===== config.mk =====
export PLATFORM = sky130hd
export DESIGN_NAME = json_string_unescape_flat
export DESIGN_NICKNAME = d
export VERILOG_FILES = /design/src/rtl/jsu_pkg.sv /design/src/rtl/jsu_if.sv /design/src/rtl/json_string_unescape.sv /design/src/flat_wrapper.sv
export SDC_FILE = /design/constraint.sdc
export NUM_CORES = 1
export LEC_CHECK = 0
export BUFFER_PORTS_ARGS = -buffer_cell sky130_fd_sc_hd__buf_2
export CORE_MARGIN = 2
export CORE_UTILIZATION = 56
export CTS_CLUSTER_SIZE = 8
export DETAILED_ROUTE_END_ITERATION = 7
export PLACE_DENSITY_LB_ADDON = 0.15
export SLEW_MARGIN = 0
export SYNTH_ARGS = -nofsm -noshare
export SYNTH_HDL_FRONTEND = slang
export SYNTH_SLANG_ARGS = --single-unit

===== constraint.sdc =====
create_clock -name clk_i -period 2.5 [get_ports clk_i]
set_input_delay 0.375 -clock clk_i [delete_from_list [all_inputs] [get_ports clk_i]]
set_output_delay 0.375 -clock clk_i [all_outputs]
set_load 0.01 [all_outputs]

===== src/rtl/jsu_pkg.sv =====
package jsu_pkg;

  localparam int unsigned ByteW   = 8;
  localparam int unsigned StatusW = 4;
  localparam int unsigned MaxRes  = 4;
  localparam int unsigned CntW    = $clog2(MaxRes + 1);
  localparam int unsigned IdxW    = $clog2(MaxRes);
  localparam int unsigned CpW     = 21;

  typedef enum logic [StatusW-1:0] {
    ST_BYTE         = 4'd0,
    ST_DONE         = 4'd1,
    ST_NO_OPEN      = 4'd2,
    ST_ESC_AT_END   = 4'd3,
    ST_BAD_ESC      = 4'd4,
    ST_SHORT_HEX    = 4'd5,
    ST_BAD_HEX      = 4'd6,
    ST_LONE_HIGH    = 4'd7,
    ST_BAD_LOW      = 4'd8,
    ST_LONE_LOW     = 4'd9,
    ST_UNTERMINATED = 4'd10
  } status_e;

  typedef enum logic [2:0] {
    MODE_IDLE,
    MODE_STR,
    MODE_ESC,
    MODE_HEX1,
    MODE_SBS,
    MODE_SU,
    MODE_HEX2
  } mode_e;

  typedef struct packed {
    logic [MaxRes-1:0][ByteW-1:0] bytes;
    logic [CntW-1:0]              cnt;
  } utf8_t;

endpackage


===== src/rtl/jsu_if.sv =====
interface jsu_in_if;
  logic                       valid;
  logic                       ready;
  logic [jsu_pkg::ByteW-1:0]  in_byte;
  logic                       end_of_text;

  modport source (output valid, in_byte, end_of_text, input ready);
  modport sink   (input valid, in_byte, end_of_text, output ready);
endinterface

interface jsu_out_if;
  logic                         valid;
  logic                         ready;
  logic [jsu_pkg::ByteW-1:0]    data_byte;
  logic [jsu_pkg::StatusW-1:0]  status;
  logic                         last;

  modport source (output valid, data_byte, status, last, input ready);
  modport sink   (input valid, data_byte, status, last, output ready);
endinterface


===== src/rtl/json_string_unescape.sv =====
// Streaming JSON string unescaper. Feed the literal one byte per request,
// starting at the opening quote; an end_of_text request closes the text. Each
// accepted request yields 0 to 4 result requests (UTF-8 bytes, or one status
// with last set), which appear in the cycle after acceptance and leave one per
// cycle while the output is ready, from a four-entry result buffer. The input
// takes a request every cycle while the previous request's results are gone or
// the last of them leaves in that cycle, so a code point of more than one byte
// holds the input while its bytes drain. An error or the closing quote returns
// the block to idle, awaiting the next opening quote.
module json_string_unescape (
  input  logic clk_i,
  input  logic rst_ni,
  jsu_in_if.sink    in_i,
  jsu_out_if.source out_o
);
  import jsu_pkg::*;

  localparam logic [ByteW-1:0] ChQuote  = 8'h22;
  localparam logic [ByteW-1:0] ChBslash = 8'h5C;
  localparam logic [ByteW-1:0] ChSlash  = 8'h2F;
  localparam logic [ByteW-1:0] ChB      = 8'h62;
  localparam logic [ByteW-1:0] ChF      = 8'h66;
  localparam logic [ByteW-1:0] ChN      = 8'h6E;
  localparam logic [ByteW-1:0] ChR      = 8'h72;
  localparam logic [ByteW-1:0] ChT      = 8'h74;
  localparam logic [ByteW-1:0] ChU      = 8'h75;

  mode_e                     mode_q, mode_d;
  logic [15:0]               hex_q, hex_d;
  logic [1:0]                dc_q, dc_d;
  logic [9:0]                hh_q, hh_d;

  logic [MaxRes-1:0][ByteW-1:0] buf_q;
  logic [CntW-1:0]              cnt_q;
  logic [IdxW-1:0]              idx_q;
  status_e                      st_q;

  logic [MaxRes-1:0][ByteW-1:0] res_bytes;
  logic [CntW-1:0]              res_cnt;
  status_e                      res_st;

  logic        in_acc, out_acc, out_last;
  logic [4:0]  hexv;
  logic [15:0] acc_new;
  logic [CpW-1:0] cp;
  utf8_t       enc;
  logic [ByteW-1:0] c;

  function automatic logic [4:0] hex_value(input logic [7:0] b);
    logic [4:0] r;
    r = 5'd0;
    if (b >= 8'h30 && b <= 8'h39) begin
      r = {1'b1, b[3:0]};
    end else if ((b >= 8'h61 && b <= 8'h66) || (b >= 8'h41 && b <= 8'h46)) begin
      r = {1'b1, b[3:0] + 4'd9};
    end
    return r;
  endfunction

  function automatic utf8_t utf8_enc(input logic [CpW-1:0] p);
    utf8_t r;
    r.bytes = '0;
    if (p <= 21'h7F) begin
      r.bytes[0] = p[7:0];
      r.cnt      = CntW'(1);
    end else if (p <= 21'h7FF) begin
      r.bytes[0] = 8'hC0 | {3'b000, p[10:6]};
      r.bytes[1] = 8'h80 | {2'b00, p[5:0]};
      r.cnt      = CntW'(2);
    end else if (p <= 21'hFFFF) begin
      r.bytes[0] = 8'hE0 | {4'h0, p[15:12]};
      r.bytes[1] = 8'h80 | {2'b00, p[11:6]};
      r.bytes[2] = 8'h80 | {2'b00, p[5:0]};
      r.cnt      = CntW'(3);
    end else begin
      r.bytes[0] = 8'hF0 | {5'b00000, p[20:18]};
      r.bytes[1] = 8'h80 | {2'b00, p[17:12]};
      r.bytes[2] = 8'h80 | {2'b00, p[11:6]};
      r.bytes[3] = 8'h80 | {2'b00, p[5:0]};
      r.cnt      = CntW'(4);
    end
    return r;
  endfunction

  assign out_last = ({1'b0, idx_q} == (cnt_q - CntW'(1)));
  assign out_acc  = out_o.valid && out_o.ready;
  assign in_i.ready = (cnt_q == '0) || (out_o.ready && out_last);
  assign in_acc   = in_i.valid && in_i.ready;

  assign out_o.valid     = (cnt_q != '0);
  assign out_o.data_byte = buf_q[idx_q];
  assign out_o.status    = st_q;
  assign out_o.last      = out_last;

  assign c       = in_i.in_byte;
  assign hexv    = hex_value(c);
  assign acc_new = {hex_q[11:0], hexv[3:0]};

  always_comb begin
    mode_d    = mode_q;
    hex_d     = hex_q;
    dc_d      = dc_q;
    hh_d      = hh_q;
    res_bytes = '0;
    res_cnt   = '0;
    res_st    = ST_BYTE;
    cp        = {5'd0, acc_new};
    enc       = '0;
    unique case (mode_q) inside
      MODE_IDLE: begin
        if (!in_i.end_of_text && c == ChQuote) begin
          mode_d = MODE_STR;
        end else begin
          res_cnt = CntW'(1);
          res_st  = ST_NO_OPEN;
        end
      end
      MODE_STR: begin
        if (in_i.end_of_text) begin
          res_cnt = CntW'(1);
          res_st  = ST_UNTERMINATED;
        end else if (c == ChQuote) begin
          res_cnt = CntW'(1);
          res_st  = ST_DONE;
        end else if (c == ChBslash) begin
          mode_d = MODE_ESC;
        end else begin
          res_bytes[0] = c;
          res_cnt      = CntW'(1);
        end
      end
      MODE_ESC: begin
        mode_d = MODE_STR;
        res_cnt = CntW'(1);
        if (in_i.end_of_text) begin
          res_st = ST_ESC_AT_END;
        end else begin
          case (c) inside
            ChQuote, ChBslash, ChSlash: res_bytes[0] = c;
            ChB: res_bytes[0] = 8'h08;
            ChF: res_bytes[0] = 8'h0C;
            ChN: res_bytes[0] = 8'h0A;
            ChR: res_bytes[0] = 8'h0D;
            ChT: res_bytes[0] = 8'h09;
            ChU: begin
              mode_d  = MODE_HEX1;
              hex_d   = '0;
              dc_d    = '0;
              res_cnt = '0;
            end
            default: res_st = ST_BAD_ESC;
          endcase
        end
      end
      MODE_HEX1, MODE_HEX2: begin
        if (in_i.end_of_text) begin
          res_cnt = CntW'(1);
          res_st  = ST_SHORT_HEX;
        end else if (!hexv[4]) begin
          res_cnt = CntW'(1);
          res_st  = ST_BAD_HEX;
        end else if (dc_q != 2'd3) begin
          hex_d = acc_new;
          dc_d  = dc_q + 2'd1;
        end else begin
          hex_d = '0;
          dc_d  = '0;
          if (mode_q == MODE_HEX1) begin
            if (acc_new[15:10] == 6'b110110) begin
              hh_d   = acc_new[9:0];
              mode_d = MODE_SBS;
            end else if (acc_new[15:10] == 6'b110111) begin
              res_cnt = CntW'(1);
              res_st  = ST_LONE_LOW;
            end else begin
              mode_d    = MODE_STR;
              enc       = utf8_enc(cp);
              res_bytes = enc.bytes;
              res_cnt   = enc.cnt;
            end
          end else begin
            if (acc_new[15:10] != 6'b110111) begin
              res_cnt = CntW'(1);
              res_st  = ST_BAD_LOW;
            end else begin
              // join the two halves into one supplementary code point
              cp        = 21'h10000 + {1'b0, hh_q, acc_new[9:0]};
              hh_d      = '0;
              mode_d    = MODE_STR;
              enc       = utf8_enc(cp);
              res_bytes = enc.bytes;
              res_cnt   = enc.cnt;
            end
          end
        end
      end
      MODE_SBS: begin
        if (in_i.end_of_text || c != ChBslash) begin
          res_cnt = CntW'(1);
          res_st  = ST_LONE_HIGH;
        end else begin
          mode_d = MODE_SU;
        end
      end
      MODE_SU: begin
        if (in_i.end_of_text || c != ChU) begin
          res_cnt = CntW'(1);
          res_st  = ST_LONE_HIGH;
        end else begin
          mode_d = MODE_HEX2;
          hex_d  = '0;
          dc_d   = '0;
        end
      end
      default: begin
        mode_d = MODE_IDLE;
        hex_d  = '0;
        dc_d   = '0;
        hh_d   = '0;
      end
    endcase
    // any status other than a data byte ends the string
    if (res_st != ST_BYTE) begin
      mode_d = MODE_IDLE;
      hex_d  = '0;
      dc_d   = '0;
      hh_d   = '0;
    end
  end

  always_ff @(posedge clk_i or negedge rst_ni) begin
    if (!rst_ni) begin
      mode_q <= MODE_IDLE;
      hex_q  <= '0;
      dc_q   <= '0;
      hh_q   <= '0;
    end else if (in_acc) begin
      mode_q <= mode_d;
      hex_q  <= hex_d;
      dc_q   <= dc_d;
      hh_q   <= hh_d;
    end
  end

  always_ff @(posedge clk_i or negedge rst_ni) begin
    if (!rst_ni) begin
      cnt_q <= '0;
      idx_q <= '0;
    end else if (in_acc) begin
      cnt_q <= res_cnt;
      idx_q <= '0;
    end else if (out_acc) begin
      if (out_last) begin
        cnt_q <= '0;
        idx_q <= '0;
      end else begin
        idx_q <= idx_q + IdxW'(1);
      end
    end
  end

  always_ff @(posedge clk_i) begin
    if (in_acc) begin
      buf_q <= res_bytes;
      st_q  <= res_st;
    end
  end

  a_stall_while_draining: assert property (@(posedge clk_i) disable iff (!rst_ni)
    (out_o.valid && !out_last) |-> !in_i.ready)
    else $error("input taken while earlier results still pending");

  a_status_is_last: assert property (@(posedge clk_i) disable iff (!rst_ni)
    (out_o.valid && out_o.status != ST_BYTE) |-> (out_o.last && out_o.data_byte == 8'h00))
    else $error("status result not single and zero");

  a_status_idles: assert property (@(posedge clk_i) disable iff (!rst_ni)
    (in_acc && res_st != ST_BYTE) |=> (mode_q == MODE_IDLE && hh_q == '0 && dc_q == '0))
    else $error("block not idle after status result");

endmodule

===== src/flat_wrapper.sv =====
// flat-port wrapper written by rule: the top's interface ports become plain ports
module json_string_unescape_flat import jsu_pkg::*;
  (clk_i, rst_ni, in_i_valid, in_i_in_byte, in_i_end_of_text, in_i_ready, out_o_valid, out_o_data_byte, out_o_status, out_o_last, out_o_ready);
  jsu_in_if in_i_i ();
  jsu_out_if out_o_i ();
  input  logic clk_i;
  input  logic rst_ni;
  input wire logic [$bits(in_i_i.valid)-1:0] in_i_valid;
  input wire logic [$bits(in_i_i.in_byte)-1:0] in_i_in_byte;
  input wire logic [$bits(in_i_i.end_of_text)-1:0] in_i_end_of_text;
  output wire logic [$bits(in_i_i.ready)-1:0] in_i_ready;
  output wire logic [$bits(out_o_i.valid)-1:0] out_o_valid;
  output wire logic [$bits(out_o_i.data_byte)-1:0] out_o_data_byte;
  output wire logic [$bits(out_o_i.status)-1:0] out_o_status;
  output wire logic [$bits(out_o_i.last)-1:0] out_o_last;
  input wire logic [$bits(out_o_i.ready)-1:0] out_o_ready;
  assign in_i_i.valid = in_i_valid;
  assign in_i_i.in_byte = in_i_in_byte;
  assign in_i_i.end_of_text = in_i_end_of_text;
  assign in_i_ready = in_i_i.ready;
  assign out_o_valid = out_o_i.valid;
  assign out_o_data_byte = out_o_i.data_byte;
  assign out_o_status = out_o_i.status;
  assign out_o_last = out_o_i.last;
  assign out_o_i.ready = out_o_ready;
  json_string_unescape u_core (.clk_i(clk_i), .rst_ni(rst_ni), .in_i(in_i_i), .out_o(out_o_i));
endmodule

* Word level (Yosys, flattened, before mapping) *
Index checks and enable logic that the tools add are counted.

cells by class
  reductions and logical operators = 27
  eq/ne operators = 44
  multiplexer cells = 148
  bitwise gates (word level) = 2
  magnitude comparators = 12
  add/sub/neg operators = 5

operators by type and width
  cell                    count
  $mux 27                 8
  $mux 12                 13
  $mux 32                 4
  $mux 3                  42
  $mux 8                  11
  $mux 4                  20
  $mux 10                 7
  $eq 8x7->1 const B      7
  $pmux 12 s4             1
  $ne 3x3->1 const B      15
  $mux 19                 2
  $mux 2                  18
  $pmux 3 s6              2
  $mux 16                 2
  $mux 25                 1
  $mux 24                 1
  $pmux 4 s6              1
  $pmux 8 s3              1
  $mux 11                 2
  $add 17x20->21 const A  1
  $le 21x11->1 const B    1
  $le 21x16->1 const B    1
  $le 21x7->1 const B     1
  $pmux 10 s2             1
  other kinds (45)        75

storage, ports and cells
  output and inout port bits = 15
  input bits = 13
  word-level logic and storage cells = 249
  register bits = 68

* Depth between registers and ports, before layout *
Gate-level depths: netlist of run 1.

  word-level depth = 21
  depth in mapped cells = 12
  depth with buffers taken out = 12

* Least setup slack after synthesis of run 1 *
Ideal clock, no wire load.

  path kind = register to register
  from = register u_core.cnt_q[0]
  to = register u_core.cnt_q[0]
  setup slack = -0.450 ns
  stages on the path, launching flop included = 13
  setup time = 0.088 ns
  clock period less this slack = 2.950 ns
  buffers on the path = 0
  arrival = 2.862 ns
  required time = 2.412 ns
  cells stage by stage = dfrtp_1 -> inv_1 -> ha_1 -> xnor2_1 -> nor3_1 -> a21oi_1 -> inv_1 -> nand2_1 -> inv_2 -> o21ai_0 -> a211oi_1 -> o21ai_0 -> o211ai_1

on the way
  cells in the longest elaborated chain, start to end = 7
  elaborated cells on any way between the ends = 12
  those cells by class = add/sub (1); eq/ne (1); mux (1); reduce/logical (9)

ends and longest elaborated chain
  element                             line                         text
  start, declared                     json_string_unescape.sv:34   logic [CntW-1:0] cnt_q;
  start signal, assigned              json_string_unescape.sv:250  cnt_q <= res_cnt;
  $sub 3x1->3 *                       json_string_unescape.sv:85   assign out_last = ({1'b0, idx_q} == (cnt_q - CntW'(1)));
  $eq 2x3->1 *                        json_string_unescape.sv:85
  net out_o_last                      flat_wrapper.sv:15           output wire logic [$bits(out_o_i.last)-1:0] out_o_last;
  $logic_and 1x1->1 *                 json_string_unescape.sv:87   assign in_i.ready = (cnt_q == '0) || (out_o.ready && out_last);
  $logic_or 1x1->1 *                  json_string_unescape.sv:87
  net in_i_ready                      flat_wrapper.sv:11           output wire logic [$bits(in_i_i.ready)-1:0] in_i_ready;
  $logic_and 1x1->1 *                 json_string_unescape.sv:88   assign in_acc = in_i.valid && in_i.ready;
  net u_core.in_acc                   json_string_unescape.sv:42   logic in_acc, out_acc, out_last;
  $reduce_bool 2->1 (no source line)  --
  $reduce_and 2->1 (no source line)   --

Mark *: on every way through the listed nets, which the timed path passes. The rest lies on a longest branch.
A chain may end at the register's enable or synchronous reset.

* Final worst setup path of run 1 *
  from = register u_core.hh_q[6]
  to = register u_core.buf_q[18] (netlist bit), data pin

on the way
  cells in the longest elaborated chain, start to end = 11
  elaborated cells on any way between the ends = 13
  those cells by class = add/sub (1); order compare (3); mux (9)

ends and longest elaborated chain
  element                 line                         text
  start, declared         json_string_unescape.sv:31   logic [9:0] hh_q, hh_d;
  start signal, assigned  json_string_unescape.sv:241  hh_q <= hh_d;
  $add 17x20->21 *        json_string_unescape.sv:187  cp = 21'h10000 + {1'b0, hh_q, acc_new[9:0]};
  $le 21x16->1            json_string_unescape.sv:70   end else if (p <= 21'hFFFF) begin
  $mux 25                 json_string_unescape.sv:70
  $mux 27 (3 in series)   --
  $mux 27                 json_string_unescape.sv:109  unique case (mode_q) inside
  $mux 16                 json_string_unescape.sv:66   end else if (p <= 21'h7FF) begin
  $mux 24 *               json_string_unescape.sv:63   if (p <= 21'h7F) begin
  $mux 32 *               json_string_unescape.sv:182  if (acc_new[15:10] != 6'b110111) begin
  $mux 32 *               json_string_unescape.sv:168  if (mode_q == MODE_HEX1) begin
  end signal, assigned    json_string_unescape.sv:264  buf_q <= res_bytes;
  end, declared           json_string_unescape.sv:33   logic [MaxRes-1:0][ByteW-1:0] buf_q;

Mark *: on every way between the ends. The rest lies on a longest branch, timed or not. The select of a mux whose other input is x is not followed.

==> impl_metrics.yaml, run 1 <==
status:
  outcome: "complete, but fails checks"
  violations: "negative setup slack"
critical_path:
  start_kind: "flop"
  setup.worst_path.start: "u_core.hh_q[6]$_DFFE_PN0P_"
  rr_endpoint: "u_core.buf_q[18]$_SDFFCE_PP0P_"
  r2r_cells: 11
  arrival_ns: 2.80
  critPathTopFamily: "simple AND/OR/NAND/NOR gates"
  cp_slowest_stage_delay_ns: 0.44
  endpoint_kind: "flop"
  critPathKind: "reg2reg"
  cp_cell_sequence: "ha_2 > and2_1 > a21oi_1 > nor3b_1 > buf_4 > and3_4 > o211ai_4 > and2_4 > buf_6 > a21oi_4 > o22ai_1"
  slowest_stage: "dfrtp_1"
  rrSetupSlack_ns: -0.21
  worst_ep_required_time_ns: 2.59
  reg2reg_from: "u_core.hh_q[6]$_DFFE_PN0P_"
  path_max_fanout: 6
  worst-path-buf-inv: 2
die:
  die_height_um: 95.6
  fp-row-count: 33
  die_w_um: 95.6
  pin_count: 28
  coreArea_um2: 8180
  dieArea_um2: 9130
  start_util_pct: 57.4
global_routing:
  grt_pass1_wl_um: 27100
  track_usage_pct: 39.8
  grt-ovfl-total: 0
  antenna_found_initial: 0
  grt_max_degree: 33
  grt_pass1_vias: 5161
placement:
  io_buffers: 27
  dp_hpwl_um: 11800
  dp_worst_setup_slack_ns: -0.627
  gp_congestion: 0.960
synthesis:
  syn_area_um2: 4700
  synth_compound_area_share_pct: 25.8
  syn_nets: 541
  syn-mean-instance-area_um2: 9.05
  synth_top_family_by_area: "compound AO/OA/AOI/OAI gates"
  ys.warnings.count: 0
  synth_cell_type_count: 84
  ys.flop_type: "edfxtp_1"
  yosysSeqAreaShare_pct: 38.2
  synth_edf_count: 33
  yosys.area_share.simple_pct: 23.7
  synthMuxAreaShare_pct: 4.98
  synth.ff_latch_count: 65
  postSynth.asyncResetShare_pct: 49.2
  synthAdderAreaFrac_pct: 2.40
  yosys.area_share.xor_xnor_pct: 0.933
  syn_inst: 519
pwr:
  total_leakage_power_uw: 0.00284
  ir_drop_uv: 321
  p_per_area_nw_per_um2: 491
  p_total_uw: 3410
finish:
  antenna_cells: 0
  final_common_cell: "buf_4"
  final_cell_mix: "154 x buf_4, 53 x nand2_1, 40 x nor2_1, 33 x edfxtp_1, 29 x dfrtp_1"
  area_delta_synth_final_pct: 47.7
  final_util_pct: 84.8
  drive_gt1_share_pct: 46.9
  fin_nets: 725
  fill_cells: 433
clock_tree:
  cts_made_buffers: 9
  root_buffer: "clkbuf_8"
  cts_tree: "done"
  htreeDepth: 3
  cts.path.max_buffers: 2
  path_clk_slew_ns: 0.09
  numClockSinks: 65
  insertion_delay_ns: 0.36
sta:
  timing.fmax_ghz: 0.368
  setup_ws_ns: -0.214
  setup_viol: 51
  fin_crit_sh_pct: 109
  finClkSkew_ns: 0.0160
  tightest_slew_ns: 0.778
  grt_setup_unrepaired: "yes"
  timing.final.max_slew_violations: 0
  min_period_ns: 2.71
  slew_headroom_pct: 48.1
  hold_viol: 0
routing:
  avgViaCountPerCell: 6.92
  drc: 0
  wire_per_inst_um: 24.0
  firstDrtPassIters: 6
  ant_nets: 0
  via_count: 5626
  wl_um: 19500
  drtIter0Drc: 822
flow_run:
  maxCapViolCount: 0
hold_path:
  hp-class: "in2async"
-- final cells by class --
cell class	count	area (um^2)	share of cell area [%]
sequential	65	1800	25.9
multi-input combinational	413	3250	46.8
clock inverter	7	70.1	1.01
clock buffer	9	124	1.79
timing repair buffer	193	1470	21.1
inverter	21	103	1.48
tap	105	131	1.89
-- power breakdown --
part | internal, uW | switching [uW] | total, uW
clock | 460 | 450 | 910
combinational | 521 | 633 | 1150
sequential | 1290 | 52.8 | 1340
total | 2270 | 1140 | 3410
-- worst max-delay path by stage --
| stage | slack (ns) | end | cells past startpoint |
|---|---|---|---|
| 2_1_floorplan | -0.24 | u_core.buf_q[9]$_SDFFCE_PP0P_ | 10 |
| 3_3_place_gp | -0.56 | u_core.buf_q[0]$_DFFE_PP_ | 11 |
| 3_5_place_dp | -0.63 | u_core.buf_q[0]$_DFFE_PP_ | 11 |
| 4_1_cts | -0.03 | u_core.hex_q[8]$_DFFE_PN0P_ | 12 |
| 5_1_grt | -0.24 | u_core.buf_q[21]$_SDFFCE_PP0P_ | 11 |
| 6_report | -0.21 | u_core.buf_q[18]$_SDFFCE_PP0P_ | 11 |
-- worst register-to-register path, cell delays in order, from the launching register on --
cell	delay, ns
dfrtp_1	0.44
ha_2	0.24
and2_1	0.16
a21oi_1	0.09
nor3b_1	0.26
buf_4	0.22
and3_4	0.24
o211ai_4	0.10
and2_4	0.21
buf_6	0.13
a21oi_4	0.26
o22ai_1	0.13
-- timing repair --
| action | 4_1_cts | 5_1_grt |
|---|---|---|
| cloned | 3 | 0 |
| pin swaps | 16 | 32 |
| hold buffers | 0 | 0 |
| resized for setup | 51 | 78 |
| setup buffers | 28 | 16 |
| setup endpoints to repair | 65 | 89 |
-- metrics by stage --
stage / cells / hold slack (ns) / setup TNS (ns) / cell area (um^2)
global route: 813 / 0.128 / -7.35 / 6930
CTS: 799 / 0.0943 / -0.413 / 6520
floorplan: 519 / 0.0794 / -8.27 / 4820
finish: 813 / 0.0773 / -4.48 / 6930
global placement: 754 / 0.467 / -24.53 / 5910
detailed placement: 754 / 0.478 / -28.19 / 5910
-- synthesized netlist by cell type (4+ instances only) --
cell | count | area share [%]
nand2_1 | 64 | 5.1
o21ai_0 | 50 | 5.3
nor2_1 | 48 | 3.8
edfxtp_1 | 33 | 21
dfrtp_1 | 32 | 17
a21oi_1 | 22 | 2.3
inv_1 | 19 | 1.5
nand3_1 | 17 | 1.8
o22ai_1 | 12 | 1.6
nor3_1 | 11 | 1.2
buf_2 | 10 | 1.1
o21ai_2 | 10 | 1.9
ha_1 | 9 | 2.4
o211ai_1 | 9 | 1.4
and3_1 | 8 | 1.1
clkbuf_1 | 8 | 0.64
nor2b_1 | 8 | 1.1
a211oi_1 | 7 | 1.1
a21o_1 | 7 | 1.1
mux4_2 | 7 | 3.4
nand2b_1 | 7 | 0.93
nand4_1 | 7 | 0.93
a22oi_1 | 6 | 0.96
nor4_1 | 6 | 0.80
and2_1 | 5 | 0.67
mux2_2 | 5 | 1.2
o31ai_1 | 5 | 0.80
a31oi_1 | 4 | 0.53
nor3b_1 | 4 | 0.64
-- metal layers --
layer / share of wire [%] / wire, um / vias up / global-route usage (%)
met1: 36 / 7110 / 2655 / 51.7
met4: 5.8 / 1130 / 0 / 21.0
met3: 12 / 2350 / 134 / 8.14
li1: - / - / 2351 / -
met5: 0 / 0 / - / 0
met2: 46 / 8920 / 486 / 62.6
-- flip-flops by register name (all words and copies together) (netlist names) --
signal and flops:
u_core.idx_q 2, u_core.dc_q 2, u_core.cnt_q 3, u_core.out_o.status 4, u_core.mode_q 3, u_core.buf_q 29
u_core.hh_q 10, u_core.hex_q 12
-- cell families after synthesis --
| kind of cell | Yosys count |
|---|---|
| AO/OA/AOI/OAI | 170 |
| XOR/XNOR | 5 |
| adder cells (fa/ha/maj) | 9 |
| buffers and inverters | 43 |
| flip-flops | 65 |
| multiplexers | 14 |
| AND/OR/NAND/NOR | 213 |
(Power assumes the default switching activity.)
==> run 2, diff against run 1 <==
ABC_AREA = 1   (was default)
ABC_CLOCK_PERIOD_IN_PS = 2500   (was default)
CELL_PAD_IN_SITES_DETAIL_PLACEMENT = 0   (was default)
CELL_PAD_IN_SITES_GLOBAL_PLACEMENT = 2   (was default)
CORE_UTILIZATION = 32   (was 56)
==> impl_metrics.yaml, run 2 <==
status:
  outcome: "completed"
global_routing:
  grt_pass1_wl_um: 27200
  grt-ovfl-total: 0
  grt_max_degree: 33
  track_usage_pct: 21.9
  grt_pass1_vias: 4937
  antenna_found_initial: 0
synthesis:
  syn_area_um2: 4910
  ys.flop_type: "edfxtp_1"
  syn_nets: 715
  synth_area_leaders: "edfxtp_1 20%, dfrtp_1 16%, nand2_1 12%"
  synth_top_cell_by_area: "edfxtp_1"
  synthMostInstantiatedCell: "nand2_1"
  synth_cell_type_count: 45
  yosysSeqAreaShare_pct: 36.5
  synth_edf_count: 33
  synth.ff_latch_count: 65
  syn_inst: 693
  ys.warnings.count: 0
  synth_common_cells: "153 x nand2_1, 111 x nor2_1, 71 x inv_1, 57 x nand3_1, 36 x o21ai_0"
  syn-mean-instance-area_um2: 7.08
  postSynth.asyncResetShare_pct: 49.2
  synth_top_area_share_pct: 20.2
clock_tree:
  cts_hold_buf: 0
  cts_tree: "done"
  path_clk_slew_ns: 0.06
  insertion_delay_ns: 0.34
  cts_made_buffers: 9
  cts.path.max_buffers: 2
  htreeDepth: 3
  root_buffer: "clkbuf_16"
  numClockSinks: 65
routing:
  wire_per_inst_um: 16.7
  via_count: 5175
  avgViaCountPerCell: 5.07
  drtIter0Drc: 283
  ant_nets: 0
  drc: 0
  wl_um: 17100
  firstDrtPassIters: 5
sta:
  timing.final.max_slew_violations: 0
  hold_viol: 0
  timing.fmax_ghz: 0.424
  setup_viol: 0
  setup_ws_ns: 0.144
  min_period_ns: 2.36
  finClkSkew_ns: 0.00955
  fin_crit_sh_pct: 94.2
  tightest_slew_ns: 0.824
  slew_headroom_pct: 45.0
critical_path:
  reg2reg_from: "u_core.hh_q[6]$_DFFE_PN0P_"
  path_max_fanout: 9
  endpoint_kind: "flop"
  start_kind: "flop"
  arrival_ns: 2.44
  worst_ep_required_time_ns: 2.58
  rr_endpoint: "u_core.buf_q[1]$_DFFE_PP_"
  critPathKind: "reg2reg"
  rrSetupSlack_ns: 0.14
  r2r_cells: 17
die:
  die_w_um: 128
  coreArea_um2: 15100
  fp-row-count: 45
  pin_count: 28
  die_height_um: 128
  start_util_pct: 32.5
  dieArea_um2: 16300
placement:
  dp_cells: 995
  gp_congestion: 0.925
  dp_worst_setup_slack_ns: -0.360
  dp_hpwl_um: 13700
  io_buffers: 27
finish:
  final_util_pct: 43.6
  drive_gt1_share_pct: 29.1
  regMostFlops: "u_core.buf_q"
  top_regs: "u_core.buf_q: 29 flops, u_core.hex_q: 12 flops, u_core.hh_q: 10 flops"
  fin_nets: 849
  fill_cells: 1558
  antenna_cells: 0
  final_common_cell: "nand2_1"
  instances_no_fill: 1020
  area_delta_synth_final_pct: 34.1
  largest_reg_flops: 29
  final_cell_mix: "148 x nand2_1, 110 x nor2_1, 108 x buf_4, 69 x inv_1, 55 x nand3_1"
pwr:
  ir_drop_uv: 295
  total_leakage_power_uw: 0.00281
  p_per_area_nw_per_um2: 653
flow_run:
  maxCapViolCount: 0
hold_path:
  hp-class: "in2async"
run 2: metrics by stage:
step,TNS (ns),total power [uW],area (um^2),hold slack (ns)
floorplan,0,2250,4920,0.0794
global placement,-9.73,2790,6010,0.475
detailed placement,-11.47,2800,6010,0.478
CTS,0,4250,6400,0.150
global route,-0.0186,4540,6590,0.175
finish,0,4300,6590,0.115
run 2: worst max-delay path by stage:
| stage | start | endpoint | slack, ns | cells past startpoint |
|---|---|---|---|---|
| floorplan | u_core.cnt_q[0]$_DFFE_PN0P_ | u_core.buf_q[0]$_DFFE_PP_ | 0.01 | 9 |
| finish | u_core.hh_q[6]$_DFFE_PN0P_ | u_core.buf_q[1]$_DFFE_PP_ | 0.14 | 17 |
| global placement | in_i_in_byte[0] | u_core.buf_q[1]$_DFFE_PP_ | -0.33 | 20 |
| detailed placement | in_i_in_byte[0] | u_core.buf_q[1]$_DFFE_PP_ | -0.36 | 20 |
| CTS | u_core.hh_q[6]$_DFFE_PN0P_ | u_core.buf_q[1]$_DFFE_PP_ | 0.0007 | 17 |
| global route | u_core.hh_q[6]$_DFFE_PN0P_ | u_core.buf_q[1]$_DFFE_PP_ | -0.01 | 17 |
run 2: timing repair:
item                                    in CTS  in global routing
cloned                                       0                  1
resized for setup                            8                 31
pin swaps                                    2                  9
setup buffers                                3                  5
endpoints found under the setup margin      10                 62
run 2: cell families (layout without fill, tap and decap cells):
| family | Yosys count | in the layout | share of synthesized area [%] |
|---|---|---|---|
| AND/OR/NAND/NOR | 401 | 401 | 37.8 |
| AO/OA/AOI/OAI | 110 | 110 | 13.8 |
| buffers and inverters | 104 | 243 | 8.89 |
| flip-flops | 65 | 65 | 36.5 |
| adder cells (fa/ha/maj) | 9 | 9 | 2.29 |
| XOR/XNOR | 4 | 4 | 0.714 |
run 2: area by class of cell:
class | count | area, um^2 | share of cell area, %
Tap cell | 188 | 235 | 3.57
Clock inverter | 6 | 106 | 1.62
Sequential cell | 65 | 1790 | 27.2
Inverter | 86 | 333 | 5.05
Multi-Input combinational cell | 524 | 2830 | 42.9
Timing Repair Buffer | 141 | 1060 | 16.1
Clock buffer | 10 | 229 | 3.48
run 2: worst max-delay path, cell delays in order (launching register included):
cell     delay (ns)
dfrtp_2        0.43
ha_2           0.21
inv_1          0.05
nand2_1        0.08
nand2_2        0.10
nand3_4        0.09
nor3_4         0.14
nand2_1        0.11
nand2_1        0.10
nand3_2        0.11
nand2_2        0.12
inv_4          0.08
nand2_4        0.10
o21ai_1        0.10
nand2_1        0.08
nand2_1        0.06
nand2_1        0.08
nand2_1        0.05
run 2: per-layer routing:
metal  track usage [%]  share of wire, %  wire length, um
met5                 0                 0                0
met4              6.85               2.0              343
met3              2.92               3.6              620
met2              34.6                45             7750
met1              31.1                49             8360
run 2: report_power, final:
group / total [uW] / switching [uW] / internal, uW
Clock: 1440 / 472 / 968
Combinational: 1480 / 910 / 569
Sequential: 1380 / 68.0 / 1310
